--- src/hdl/hwp_pkg.sv ---
// ----------------------------------------------------------------------------
// hwp_pkg
// Types, codes and helpers shared by the hex word text parser modules.
// ----------------------------------------------------------------------------
package hwp_pkg;

  // result status codes
  typedef enum logic [1:0] {
    ST_WORD       = 2'd0,
    ST_NON_ASCII  = 2'd1,
    ST_INCOMPLETE = 2'd2,
    ST_INVALID    = 2'd3
  } status_e;

  // input beat
  typedef struct packed {
    logic [7:0] char_byte;
    logic       end_of_data;
  } in_beat_t;

  // output beat
  typedef struct packed {
    logic [31:0] word;
    status_e     status;
  } out_beat_t;

  // handshake between the input register and the parser core
  typedef struct packed {
    logic     valid;
    in_beat_t beat;
  } item_t;

  // result handed from the core to the output register
  typedef struct packed {
    logic      valid;
    out_beat_t beat;
  } result_t;

  // character codes
  localparam logic [7:0] ChNul  = 8'h00;
  localparam logic [7:0] ChHt   = 8'h09;
  localparam logic [7:0] ChLf   = 8'h0A;
  localparam logic [7:0] ChVt   = 8'h0B;
  localparam logic [7:0] ChFf   = 8'h0C;
  localparam logic [7:0] ChCr   = 8'h0D;
  localparam logic [7:0] ChSpc  = 8'h20;
  localparam logic [7:0] ChHash = 8'h23;

  // hex digit decode: bit 4 flags a digit, bits 3:0 hold its value
  function automatic logic [4:0] hex_decode(input logic [7:0] c);
    logic [4:0] r;
    r = 5'd0;
    if (c >= 8'h30 && c <= 8'h39) begin
      r = {1'b1, 4'(c - 8'h30)};
    end else if (c >= 8'h41 && c <= 8'h46) begin
      r = {1'b1, 4'(c - 8'h37)};
    end else if (c >= 8'h61 && c <= 8'h66) begin
      r = {1'b1, 4'(c - 8'h57)};
    end
    return r;
  endfunction

  // blanks skipped between words
  function automatic logic is_blank(input logic [7:0] c);
    return (c == ChSpc) || (c == ChHt) || (c == ChVt) || (c == ChFf) || (c == ChCr);
  endfunction

endpackage

--- src/hdl/hwp_in_reg.sv ---
// ----------------------------------------------------------------------------
// hwp_in_reg
// Input register: holds one beat until the parser core takes it.
// ----------------------------------------------------------------------------
module hwp_in_reg import hwp_pkg::*; (
  input  logic     clk_i,
  input  logic     rst_ni,
  input  logic     in_valid_i,
  output logic     in_stall_o,
  input  in_beat_t in_beat_i,
  input  logic     take_i,
  output item_t    item_o
);

  logic     valid_q, valid_d;
  in_beat_t beat_q;
  logic     load;

  // free when empty or when the held beat moves on this cycle
  assign load       = !valid_q || take_i;
  assign in_stall_o = !load;
  assign valid_d    = load ? in_valid_i : valid_q;

  always_ff @(posedge clk_i or negedge rst_ni) begin
    if (!rst_ni) begin
      valid_q <= 1'b0;
    end else begin
      valid_q <= valid_d;
    end
  end

  // payload, no reset
  always_ff @(posedge clk_i) begin
    if (load && in_valid_i) begin
      beat_q <= in_beat_i;
    end
  end

  assign item_o.valid = valid_q;
  assign item_o.beat  = beat_q;

endmodule

--- src/hdl/hwp_core.sv ---
// ----------------------------------------------------------------------------
// hwp_core
// Parser state and the per-byte decision logic.
// ----------------------------------------------------------------------------
module hwp_core import hwp_pkg::*; (
  input  logic    clk_i,
  input  logic    rst_ni,
  input  item_t   item_i,
  input  logic    out_free_i,
  output logic    take_o,
  output result_t res_o
);

  localparam logic [1:0] PhStart = 2'd0;
  localparam logic [1:0] PhLine  = 2'd1;
  localparam logic [1:0] PhSkip  = 2'd2;

  logic [1:0]  phase_q, phase_d;
  logic [2:0]  cnt_q, cnt_d;
  logic [27:0] acc_q, acc_d;
  logic        err_q, err_d;

  logic [7:0]  c;
  logic [4:0]  hx;
  logic        go;

  assign take_o = item_i.valid && out_free_i;
  assign c      = item_i.beat.char_byte;
  assign hx     = hex_decode(c);

  // next state and result for the held byte
  always_comb begin
    phase_d          = phase_q;
    cnt_d            = cnt_q;
    acc_d            = acc_q;
    err_d            = err_q;
    go               = 1'b0;
    res_o.valid      = 1'b0;
    res_o.beat.word  = 32'd0;
    res_o.beat.status = ST_WORD;

    if (!err_q) begin
      if (item_i.beat.end_of_data) begin
        if (cnt_q != 3'd0) begin
          res_o.valid       = 1'b1;
          res_o.beat.status = ST_INCOMPLETE;
        end else begin
          phase_d = PhStart;
        end
      end else if (phase_q == PhSkip) begin
        if (c == ChLf) begin
          phase_d = PhStart;
        end
      end else if (phase_q == PhStart) begin
        if (c == ChHash || c == ChNul) begin
          phase_d = PhSkip;
        end else if (c != ChLf) begin
          phase_d = PhLine;
          go      = 1'b1;
        end
      end else begin
        go = 1'b1;
      end

      if (go) begin
        if (c[7]) begin
          res_o.valid       = 1'b1;
          res_o.beat.status = ST_NON_ASCII;
        end else if (cnt_q != 3'd0) begin
          if (!hx[4]) begin
            res_o.valid       = 1'b1;
            res_o.beat.status = ST_INCOMPLETE;
          end else if (cnt_q == 3'd7) begin
            res_o.valid     = 1'b1;
            res_o.beat.word = {acc_q, hx[3:0]};
            cnt_d           = 3'd0;
            acc_d           = 28'd0;
          end else begin
            acc_d = {acc_q[23:0], hx[3:0]};
            cnt_d = cnt_q + 3'd1;
          end
        end else if (hx[4]) begin
          acc_d = {24'd0, hx[3:0]};
          cnt_d = 3'd1;
        end else if (is_blank(c)) begin
          // skip blank
        end else if (c == ChLf) begin
          phase_d = PhStart;
        end else if (c == ChNul) begin
          phase_d = PhSkip;
        end else begin
          res_o.valid       = 1'b1;
          res_o.beat.status = ST_INVALID;
        end
      end

      // any error result latches and clears the word
      if (res_o.valid && res_o.beat.status != ST_WORD) begin
        err_d = 1'b1;
        cnt_d = 3'd0;
        acc_d = 28'd0;
      end
    end
  end

  always_ff @(posedge clk_i or negedge rst_ni) begin
    if (!rst_ni) begin
      phase_q <= PhStart;
      cnt_q   <= 3'd0;
      acc_q   <= 28'd0;
      err_q   <= 1'b0;
    end else if (take_o) begin
      phase_q <= phase_d;
      cnt_q   <= cnt_d;
      acc_q   <= acc_d;
      err_q   <= err_d;
    end
  end

endmodule

--- src/hdl/hwp_out_reg.sv ---
// ----------------------------------------------------------------------------
// hwp_out_reg
// Result register: holds one result beat until the sink takes it.
// ----------------------------------------------------------------------------
module hwp_out_reg import hwp_pkg::*; (
  input  logic      clk_i,
  input  logic      rst_ni,
  input  logic      take_i,
  input  result_t   res_i,
  output logic      out_free_o,
  output logic      out_valid_o,
  input  logic      out_stall_i,
  output out_beat_t out_beat_o
);

  logic      valid_q, valid_d;
  out_beat_t beat_q;
  logic      load;

  assign out_free_o = !valid_q || !out_stall_i;
  assign load       = take_i && res_i.valid;

  // new result, drained beat, or hold
  always_comb begin
    if (load) begin
      valid_d = 1'b1;
    end else if (!out_stall_i) begin
      valid_d = 1'b0;
    end else begin
      valid_d = valid_q;
    end
  end

  always_ff @(posedge clk_i or negedge rst_ni) begin
    if (!rst_ni) begin
      valid_q <= 1'b0;
    end else begin
      valid_q <= valid_d;
    end
  end

  always_ff @(posedge clk_i) begin
    if (load) begin
      beat_q <= res_i.beat;
    end
  end

  assign out_valid_o = valid_q;
  assign out_beat_o  = beat_q;

endmodule

--- src/hdl/hex_word_text_parser_top.sv ---
// ----------------------------------------------------------------------------
// hex_word_text_parser_top
// Parses ASCII text into 32-bit words of eight hex digits each.
//
//   channel  direction  handshake                payload
//   in       sink       in_valid_i / in_stall_o   in_beat_i  (char_byte, end_of_data)
//   out      source     out_valid_o / out_stall_i out_beat_o (word, status)
//
// One byte per cycle sustained while the output is not stalled; a beat is held in the input
// register and its result, if any, is registered in the result register when the core takes it.
// The per-byte decision is a single pass of decode and shift in the core.
// Reset clears the line phase, digit count, word and error flag.
// A stalled result does not block input while the input register is empty.
// ----------------------------------------------------------------------------
module hex_word_text_parser_top import hwp_pkg::*; (
  input  logic      clk_i,
  input  logic      rst_ni,
  input  logic      in_valid_i,
  output logic      in_stall_o,
  input  in_beat_t  in_beat_i,
  output logic      out_valid_o,
  input  logic      out_stall_i,
  output out_beat_t out_beat_o
);

  item_t   item;
  result_t res;
  logic    take;
  logic    out_free;

  // input register
  hwp_in_reg u_in_reg (
    .clk_i      (clk_i),
    .rst_ni     (rst_ni),
    .in_valid_i (in_valid_i),
    .in_stall_o (in_stall_o),
    .in_beat_i  (in_beat_i),
    .take_i     (take),
    .item_o     (item)
  );

  // parser state and decision
  hwp_core u_core (
    .clk_i      (clk_i),
    .rst_ni     (rst_ni),
    .item_i     (item),
    .out_free_i (out_free),
    .take_o     (take),
    .res_o      (res)
  );

  // result register
  hwp_out_reg u_out_reg (
    .clk_i       (clk_i),
    .rst_ni      (rst_ni),
    .take_i      (take),
    .res_i       (res),
    .out_free_o  (out_free),
    .out_valid_o (out_valid_o),
    .out_stall_i (out_stall_i),
    .out_beat_o  (out_beat_o)
  );

endmodule

--- config.mk ---
export PLATFORM = sky130hd
export DESIGN_NAME = hex_word_text_parser_top
export DESIGN_NICKNAME = d
export VERILOG_FILES = /design/src/hdl/hwp_pkg.sv /design/src/hdl/hwp_in_reg.sv /design/src/hdl/hwp_core.sv /design/src/hdl/hwp_out_reg.sv /design/src/hdl/hex_word_text_parser_top.sv
export SDC_FILE = /design/constraint.sdc
export NUM_CORES = 1
export LEC_CHECK = 0
export BUFFER_PORTS_ARGS = -buffer_cell sky130_fd_sc_hd__clkbuf_2
export CORE_ASPECT_RATIO = 0.9
export CORE_MARGIN = 3
export CORE_UTILIZATION = 35
export DETAILED_ROUTE_END_ITERATION = 6
export HOLD_SLACK_MARGIN = 0.03
export SYNTH_ARGS = -nofsm -noshare
export SYNTH_HDL_FRONTEND = slang
export SYNTH_HIERARCHICAL = 1
export SYNTH_SLANG_ARGS = --single-unit
--- constraint.sdc ---
create_clock -name clk_i -period 9.1 [get_ports clk_i]
set_input_delay 0.91 -clock clk_i [delete_from_list [all_inputs] [get_ports clk_i]]
set_output_delay 0.91 -clock clk_i [all_outputs]
set_load 0.02 [all_outputs]
==> results of run 1 <==
## final cells by class
class,instances,area share (%)
Sequential cell,79,49.2
Multi-Input combinational cell,234,33.9
Timing Repair Buffer,53,6.23
Clock buffer,11,5.67
Tap cell,129,3.62
Clock inverter,5,0.870
Inverter,7,0.589
## final timing paths
kind,endpoint,cells after the start
worst max-delay path,u_out_reg/out_beat_o[9]$_DFFE_PP_,9
worst min-delay path,u_core/acc_q[24]$_DFFE_PN0P_,2
worst max register to register,u_out_reg/out_beat_o[9]$_DFFE_PP_,9
worst min register to register,u_core/acc_q[24]$_DFFE_PN0P_,2
max in group asynchronous,u_core/acc_q[17]$_DFFE_PN0P_,1
min in group asynchronous,u_core/acc_q[27]$_DFFE_PN0P_,1
## layout by cell type (no fill, tap or decap), drive strengths merged, types with 4 or more instances in the layout
cell and instances:
clkbuf 59, edfxtp 43, o21ai 42, nand2 37, dfrtp 36, and2 32
a32oi 24, nor3 13, nor2 12, inv 9, ha 8, a21oi 7
nand2b 6, buf 5, a22oi 4
## power by group through the flow
stage	Clock [uW]	Combinational (uW)	Sequential, uW
detailed placement	0	35.7	392
floorplan	0	26.2	389
finish	342	35.3	384
CTS	354	35.9	384
global route	373	40.1	385
global placement	0	35.6	391
## layer usage
layer	vias to the layer above	share of wire (%)	routed length [microns]
met5	-	0	0
met4	0	0.39	30
met3	2	3.9	298
met2	51	47	3640
met1	1352	48	3730
li1	1369	-	-
## sequential cells by signal (all words and copies together), names as in the netlist
| name | cells |
|---|---|
| u_in_reg/valid_q | 1 |
| u_core/phase_q | 2 |
| u_core/err_q | 1 |
| u_in_reg/item_o | 9 |
| u_out_reg/out_beat_o | 34 |
| u_out_reg/out_valid_o | 1 |
| u_core/acc_q | 28 |
| u_core/cnt_q | 3 |
## worst max-delay path, delay by kind of cell, from the launching register on
| family | cells | cell delay, ps |
|---|---|---|
| buf+inv | 1 | 370 |
| fa+ha+maj | 1 | 280 |
| simple gates | 3 | 460 |
| compound gates | 4 | 1180 |
| flops | 1 | 450 |
## cells by family after synthesis
group	Yosys count
simple gates	122
compound gates	102
flops	79
buf+inv	30
fa+ha+maj	8
xor+xnor	1
mux	1
## per-stage QoR
step	instance area (sq um)	power (uW)	worst slack, ps
2_1_floorplan	3850	415	5690
3_3_place_gp	4170	427	5930
3_5_place_dp	4170	427	5980
4_1_cts	4460	774	5980
5_1_grt	4460	798	5730
6_report	4460	761	5980
==> flow_results.xml, run 1 <==
<?xml version="1.0" encoding="UTF-8"?>
<metrics>
  <group name="global_routing">
    <metric name="grt_start_max_net_pins" unit="">38</metric>
    <metric name="globalRoute.totalOverflow" unit="">0</metric>
    <metric name="globalRouteMet3Util" unit="%">4.36</metric>
    <metric name="vias_in_the_first_global_route" unit="">2602</metric>
    <metric name="first_pass_grt_wire_length" unit="microns">12700</metric>
    <metric name="use_met2" unit="%">19.9</metric>
    <metric name="met1_track_demand_over_resource" unit="%">17.9</metric>
    <metric name="antenna_found_initial" unit="">0</metric>
    <metric name="grt_use_total" unit="%">13.2</metric>
    <metric name="globalRoute.busiestLayer" unit="">met2</metric>
  </group>
  <group name="sta">
    <metric name="final.min_clock_period" unit="ps">3120</metric>
    <metric name="hold_viol" unit="">0</metric>
    <metric name="final.setup.tns" unit="ps">0</metric>
    <metric name="worst_slew_margin_rel" unit="%">27.9</metric>
    <metric name="setup_repair_after_global_routing_missed_its_margin" unit="">false</metric>
    <metric name="worst-slew-pin-transition" unit="ps">1080</metric>
    <metric name="finClkSkew" unit="ps">4.43</metric>
    <metric name="fmaxAchievable" unit="GHz">0.321</metric>
    <metric name="setup-violations-final" unit="">0</metric>
    <metric name="period_share" unit="%">34.3</metric>
    <metric name="post_route_worst_hold_slack" unit="ps">523</metric>
    <metric name="drv_slew" unit="">0</metric>
  </group>
  <group name="drt">
    <metric name="drcViolationCount" unit="">0</metric>
    <metric name="antenna_left" unit="">0</metric>
    <metric name="initialDrtViolationCount" unit="">209</metric>
    <metric name="avgRoutedWirePerCell" unit="microns">14.9</metric>
    <metric name="postRouteWirelength" unit="microns">7700</metric>
    <metric name="total_via_count_in_the_routed_design" unit="">2774</metric>
    <metric name="vias_per_cell" unit="">5.36</metric>
    <metric name="drt_first_pass_iters" unit="">4</metric>
  </group>
  <group name="final_layout">
    <metric name="filler_cell_count" unit="">998</metric>
    <metric name="multi_input_comb_area" unit="sq um">1510</metric>
    <metric name="layout.area.seq" unit="sq um">2190</metric>
    <metric name="fin_util" unit="%">42.6</metric>
    <metric name="fin_cells" unit="">518</metric>
    <metric name="post_route_cells_drive_above_1_share" unit="%">21.6</metric>
    <metric name="diodes" unit="">0</metric>
    <metric name="area_growth_syn_to_layout" unit="%">15.8</metric>
    <metric name="finish.net_count" unit="">405</metric>
  </group>
  <group name="critical_path">
    <metric name="r2r_setup_slack" unit="ps">5980</metric>
    <metric name="required" unit="ps">9080</metric>
    <metric name="timing.critical_path.from" unit="">u_in_reg/item_o[1]$_DFFE_PP_</metric>
    <metric name="rr_startpoint" unit="">u_in_reg/item_o[1]$_DFFE_PP_</metric>
    <metric name="crit_path_arrival_time" unit="ps">3100</metric>
    <metric name="type_of_origin_of_the_critical_path" unit="">register</metric>
    <metric name="critical-path-max-stage-delay" unit="ps">450</metric>
    <metric name="crit_path_end_kind" unit="">register</metric>
    <metric name="setup.worst_path.class" unit="">reg2reg</metric>
    <metric name="path_max_fanout" unit="">34</metric>
    <metric name="critPathSlowestCell" unit="">edfxtp_1</metric>
    <metric name="crit_chain" unit="">ha_1 &gt; nor2b_1 &gt; a211o_1 &gt; a211oi_1 &gt; nand3_1 &gt; a221o_1 &gt; a21oi_1 &gt; and2_1 &gt; buf_4</metric>
  </group>
  <group name="clock_tree">
    <metric name="cts_hold_repair.buffers" unit="">0</metric>
    <metric name="clockRootBuffer" unit="">clkbuf_16</metric>
    <metric name="ctsHtreeMaxLevel" unit="">3</metric>
    <metric name="clkLatencyLatePin" unit="ps">330</metric>
    <metric name="numClockSinks" unit="">79</metric>
    <metric name="cts_resized" unit="">0</metric>
    <metric name="tritoncts_clock_tree" unit="">built</metric>
    <metric name="cts_setup_buffers" unit="">0</metric>
    <metric name="cts-buffers-inserted" unit="">9</metric>
    <metric name="path_clk_slew" unit="ps">60</metric>
    <metric name="clockBufferDepth" unit="">2</metric>
  </group>
  <group name="power_and_ir_drop">
    <metric name="power_density" unit="nW/um^2">171</metric>
    <metric name="share_clk_of_total_power" unit="%">44.9</metric>
    <metric name="ir_drop" unit="mV">0.0931</metric>
    <metric name="switching_share" unit="%">22.2</metric>
    <metric name="power.static_leakage" unit="uW">0.00192</metric>
    <metric name="intPower" unit="uW">592</metric>
    <metric name="combPwrFrac" unit="%">4.6</metric>
    <metric name="power_switching" unit="uW">169</metric>
    <metric name="share_seq_of_total_power" unit="%">50.5</metric>
  </group>
  <group name="placement">
    <metric name="dp.cells" unit="">502</metric>
    <metric name="dp_hpwl" unit="microns">5080</metric>
    <metric name="io_buffers" unit="">48</metric>
    <metric name="globalplace.congestion" unit="">0.850</metric>
  </group>
  <group name="floorplanning">
    <metric name="boundaryPins" unit="">49</metric>
    <metric name="fp.dieW" unit="microns">117</metric>
    <metric name="core_area" unit="sq um">10500</metric>
    <metric name="area_enclosed_by_the_die_boundary" unit="sq um">12300</metric>
    <metric name="placementRows" unit="">35</metric>
    <metric name="die_height" unit="microns">106</metric>
    <metric name="floorplan.initialDensity" unit="%">36.8</metric>
  </group>
  <group name="yosys">
    <metric name="postSynth.asyncResetShare" unit="%">45.6</metric>
    <metric name="cells_after_synth" unit="">343</metric>
    <metric name="yosys-top-cells-count" unit="">edfxtp_1 (43), nand2_1 (37), dfrtp_1 (36), and2_1 (31), o21ai_1 (27)</metric>
    <metric name="synth_simple_gate_area_share" unit="%">17.4</metric>
    <metric name="ffs_latches_synth" unit="">79</metric>
    <metric name="synthFlopType" unit="">edfxtp_1</metric>
    <metric name="synthAdderAreaFrac" unit="%">2.60</metric>
    <metric name="synth.lib_cells_used.distinct" unit="">58</metric>
    <metric name="top_cells_by_area_in_the_synthesized_netlist" unit="">edfxtp_1 (34%), dfrtp_1 (23%), a32oi_1 (5.5%)</metric>
    <metric name="post_synth.cell_area_avg" unit="sq um">11.2</metric>
    <metric name="synth_sequential_area_ratio" unit="%">56.9</metric>
    <metric name="synthMostInstantiatedCell" unit="">edfxtp_1</metric>
    <metric name="synth_xor_area_share" unit="%">0.227</metric>
    <metric name="synth-warning-count" unit="">6</metric>
    <metric name="synth_edf_count" unit="">43</metric>
    <metric name="synth_top_family_by_area" unit="">compound AO/OA/AOI/OAI gates</metric>
    <metric name="mappedNetlistArea" unit="sq um">3850</metric>
    <metric name="yosys.area.top_type" unit="">edfxtp_1</metric>
    <metric name="netlist.area_leader.share" unit="%">33.5</metric>
    <metric name="syn_nets" unit="">364</metric>
    <metric name="synth_compound_gate_area_share" unit="%">18.4</metric>
    <metric name="yosys-mux-area-fraction" unit="%">0.260</metric>
  </group>
  <group name="run_status">
    <metric name="status" unit="">completed</metric>
  </group>
  <group name="worst_hold_path">
    <metric name="timing.hold.worst.start" unit="">u_core/acc_q[24]$_DFFE_PN0P_</metric>
    <metric name="min_path_type" unit="">reg2reg</metric>
  </group>
  <group name="flow_run">
    <metric name="drv_cap" unit="">0</metric>
  </group>
</metrics>
Note: power is estimated with default switching activity, not from simulation.
==> run 2: changes to the inputs <==
ABC_AREA = 1   (was unset)
clock period = 2.83 ns   (was 9.1 ns; I/O delays follow)
==> run 2 against run 1 <==
Global-route usage up 0.11 points. Sequential share of layout area down 0.51 points. Worst setup slack worse by 5800 ps. Routed wire length up 3.4%. Clock power rose to 3.2 times the previous value. Fmax up 18%. Clock skew up 5.2 ps. Core utilization up 0.44 points. Combinational power rose to 3.2 times the previous value.
==> flow_results.xml, run 2 <==
<?xml version="1.0" encoding="UTF-8"?>
<metrics>
  <group name="floorplanning">
    <metric name="area_enclosed_by_the_die_boundary" unit="sq um">12200</metric>
    <metric name="die_height" unit="microns">105</metric>
    <metric name="placementRows" unit="">35</metric>
    <metric name="fp.dieW" unit="microns">116</metric>
    <metric name="core_area" unit="sq um">10500</metric>
    <metric name="floorplan.initialDensity" unit="%">36.6</metric>
    <metric name="boundaryPins" unit="">49</metric>
  </group>
  <group name="critical_path">
    <metric name="critical-path-max-stage-delay" unit="ps">430</metric>
    <metric name="critical_path.most_common_cell" unit="">nand2_1</metric>
    <metric name="path_max_fanout" unit="">18</metric>
    <metric name="worstReg2RegEnd" unit="">u_out_reg/out_beat_o[4]$_DFFE_PP_</metric>
    <metric name="cp_top_family" unit="">simple AND/OR/NAND/NOR gates</metric>
    <metric name="crit_path_arrival_time" unit="ps">2680</metric>
    <metric name="crit_path_end_kind" unit="">register</metric>
    <metric name="path_buf_inv" unit="">3</metric>
    <metric name="setup.worst_path.class" unit="">reg2reg</metric>
    <metric name="cp.depth" unit="">11</metric>
    <metric name="type_of_origin_of_the_critical_path" unit="">register</metric>
    <metric name="rr_startpoint" unit="">u_in_reg/item_o[1]$_DFFE_PP_</metric>
    <metric name="crit_chain" unit="">inv_1 &gt; ha_1 &gt; nand3b_1 &gt; nand3_4 &gt; nand2_8 &gt; nor2_2 &gt; nand2_1 &gt; a311oi_2 &gt; nand2_1 &gt; inv_2 &gt; clkbuf_16</metric>
    <metric name="critPathSlowestCell" unit="">edfxtp_1</metric>
    <metric name="required" unit="ps">2870</metric>
    <metric name="worst-r2r-cell-count" unit="">11</metric>
    <metric name="r2r_setup_slack" unit="ps">190</metric>
  </group>
  <group name="yosys">
    <metric name="mappedNetlistArea" unit="sq um">3830</metric>
    <metric name="synthMostInstantiatedCell" unit="">nand2_1</metric>
    <metric name="netlist.area_leader.share" unit="%">33.7</metric>
    <metric name="synth.lib_cells_used.distinct" unit="">26</metric>
    <metric name="synth_sequential_area_ratio" unit="%">57.3</metric>
    <metric name="post_synth.cell_area_avg" unit="sq um">9.03</metric>
    <metric name="cells_after_synth" unit="">424</metric>
    <metric name="ffs_latches_synth" unit="">79</metric>
    <metric name="synthFlopType" unit="">edfxtp_1</metric>
    <metric name="yosys.area.top_type" unit="">edfxtp_1</metric>
    <metric name="synth_edf_count" unit="">43</metric>
    <metric name="syn_nets" unit="">445</metric>
    <metric name="top_cells_by_area_in_the_synthesized_netlist" unit="">edfxtp_1 (34%), dfrtp_1 (24%), nand2_1 (9.7%)</metric>
    <metric name="yosys-top-cells-count" unit="">nand2_1 (99), nor2_1 (71), inv_1 (53), edfxtp_1 (43), dfrtp_1 (36)</metric>
    <metric name="synth-warning-count" unit="">6</metric>
    <metric name="postSynth.asyncResetShare" unit="%">45.6</metric>
  </group>
  <group name="final_layout">
    <metric name="largest_register_ffs" unit="">34</metric>
    <metric name="filler_cell_count" unit="">1036</metric>
    <metric name="finish.net_count" unit="">492</metric>
    <metric name="area_growth_syn_to_layout" unit="%">17.7</metric>
    <metric name="layout.area.seq" unit="sq um">2190</metric>
    <metric name="diodes" unit="">0</metric>
    <metric name="mostFrequentLayoutCell" unit="">nand2_1</metric>
    <metric name="layout.cells.most_common_list" unit="">nand2_1 (99), nor2_1 (71), inv_1 (52)</metric>
    <metric name="multi_input_comb_area" unit="sq um">1310</metric>
    <metric name="post_route_cells_drive_above_1_share" unit="%">21.8</metric>
  </group>
  <group name="sta">
    <metric name="setup-violations-final" unit="">0</metric>
    <metric name="setup_ws" unit="ps">190</metric>
    <metric name="finClkSkew" unit="ps">9.62</metric>
    <metric name="worst_slew_margin_rel" unit="%">38.6</metric>
    <metric name="final.setup.tns" unit="ps">0</metric>
    <metric name="final.min_clock_period" unit="ps">2640</metric>
    <metric name="fmaxAchievable" unit="GHz">0.379</metric>
    <metric name="worst-slew-pin-transition" unit="ps">921</metric>
    <metric name="hold_viol" unit="">0</metric>
    <metric name="drv_slew" unit="">0</metric>
    <metric name="period_share" unit="%">93.3</metric>
    <metric name="setup_repair_after_global_routing_missed_its_margin" unit="">false</metric>
  </group>
  <group name="global_routing">
    <metric name="globalRoute.totalOverflow" unit="">0</metric>
    <metric name="grt_start_max_net_pins" unit="">37</metric>
    <metric name="grt_use_total" unit="%">13.3</metric>
    <metric name="first_pass_grt_wire_length" unit="microns">13000</metric>
    <metric name="antenna_found_initial" unit="">0</metric>
    <metric name="vias_in_the_first_global_route" unit="">2841</metric>
  </group>
  <group name="drt">
    <metric name="detailroute.wirelength.met3" unit="microns">369</metric>
    <metric name="vias_per_cell" unit="">4.82</metric>
    <metric name="antenna_left" unit="">0</metric>
    <metric name="detailroute.wirelength.met2" unit="microns">3580</metric>
    <metric name="drcViolationCount" unit="">0</metric>
    <metric name="avgRoutedWirePerCell" unit="microns">13.2</metric>
    <metric name="initialDrtViolationCount" unit="">119</metric>
    <metric name="drt_first_pass_iters" unit="">4</metric>
    <metric name="highest_layer" unit="">met4</metric>
    <metric name="postRouteWirelength" unit="microns">7960</metric>
    <metric name="total_via_count_in_the_routed_design" unit="">2916</metric>
    <metric name="met1_length" unit="microns">3850</metric>
  </group>
  <group name="clock_tree">
    <metric name="cts-buffers-inserted" unit="">9</metric>
    <metric name="clockBufferDepth" unit="">2</metric>
    <metric name="path_clk_slew" unit="ps">60</metric>
    <metric name="numClockSinks" unit="">79</metric>
    <metric name="clkLatencyLatePin" unit="ps">340</metric>
    <metric name="cts_hold_repair.buffers" unit="">0</metric>
    <metric name="tritoncts_clock_tree" unit="">built</metric>
    <metric name="ctsHtreeMaxLevel" unit="">3</metric>
    <metric name="clockRootBuffer" unit="">clkbuf_16</metric>
  </group>
  <group name="placement">
    <metric name="post-place-ws" unit="ps">64.7</metric>
    <metric name="io_buffers" unit="">48</metric>
    <metric name="dp_hpwl" unit="microns">5090</metric>
    <metric name="globalplace.congestion" unit="">0.845</metric>
  </group>
  <group name="power_and_ir_drop">
    <metric name="ir_drop" unit="mV">0.255</metric>
    <metric name="power.static_leakage" unit="uW">0.00208</metric>
    <metric name="power_density" unit="nW/um^2">544</metric>
  </group>
  <group name="run_status">
    <metric name="status" unit="">completed</metric>
  </group>
  <group name="flow_run">
    <metric name="drv_cap" unit="">0</metric>
  </group>
  <group name="worst_hold_path">
    <metric name="min_path_type" unit="">in2async</metric>
  </group>
</metrics>
[run 2: cell types whose count changed after synthesis, sizes merged, moves of 9 or more]
| cell | before | now |
|---|---|---|
| and2 | 32 | 0 |
| clkbuf | 12 | 3 |
| nor2 | 12 | 78 |
| o21ai | 42 | 11 |
| nand2 | 37 | 110 |
| nor3 | 13 | 2 |
| a32oi | 24 | 0 |
| inv | 7 | 61 |
| nand4 | 0 | 34 |
[run 2: layer usage]
metal / track usage, % / vias up
met5: 0 / -
li1: - / 1449
met1: 18.5 / 1387
met4: 5.80 / 0
met2: 20.1 / 68
met3: 2.70 / 12
[run 2: cell type report]
class,instances,area share (%)
sequential,79,48.7
multi-input combinational,265,29.1
timing repair buffer,55,7.16
clock buffer,10,5.30
inverter,61,5.08
tap,129,3.58
clock inverter,6,1.14
[run 2: logic make-up after synthesis]
logic type	after synthesis	share of synthesized area (%)
flops	79	57.3
compound gates	22	3.17
simple gates	235	28.0
fa+ha+maj	8	2.61
buf+inv	80	8.92
[run 2: timing repair]
| action | in CTS | in global routing |
|---|---|---|
| buffers inserted | 0 | 1 |
| endpoints found under the hold margin | 0 | 0 |
| resized for setup | 0 | 3 |
| setup endpoints to repair | 0 | 37 |
[run 2: how the worst max path moves through the flow]
stage	to	startpoint	slack (ps)
2_1_floorplan	u_out_reg/out_beat_o[0]$_DFFE_PP_	u_in_reg/item_o[1]$_DFFE_PP_	120
3_3_place_gp	u_out_reg/out_beat_o[33]$_DFFE_PP_	u_in_reg/item_o[1]$_DFFE_PP_	170
3_5_place_dp	u_out_reg/out_beat_o[5]$_DFFE_PP_	u_in_reg/item_o[2]$_DFFE_PP_	60
4_1_cts	u_out_reg/out_beat_o[0]$_DFFE_PP_	u_in_reg/item_o[2]$_DFFE_PP_	50
5_1_grt	u_out_reg/out_beat_o[4]$_DFFE_PP_	u_core/cnt_q[0]$_DFFE_PN0P_	10
6_report	u_out_reg/out_beat_o[4]$_DFFE_PP_	u_in_reg/item_o[1]$_DFFE_PP_	190
[run 2: report_power, final]
part           switching [uW]  total [uW]  internal (uW)
clock network             482        1110            630
registers                10.0        1230           1220
logic                    81.3         113           31.5
[run 2: per-stage QoR]
| step | cell area, sq um | hold slack, ps | utilization (%) | cells | total power (uW) |
|---|---|---|---|---|---|
| 6_report | 4510 | 70.5 | 43.0 | 605 | 2450 |
| 2_1_floorplan | 3830 | -12.6 | - | 424 | 1330 |
| 5_1_grt | 4510 | 114 | 43.0 | 605 | 2550 |
| 4_1_cts | 4460 | 105 | 42.6 | 603 | 2480 |
| 3_5_place_dp | 4170 | 459 | 39.8 | 587 | 1360 |
| 3_3_place_gp | 4170 | 453 | 39.8 | 587 | 1360 |
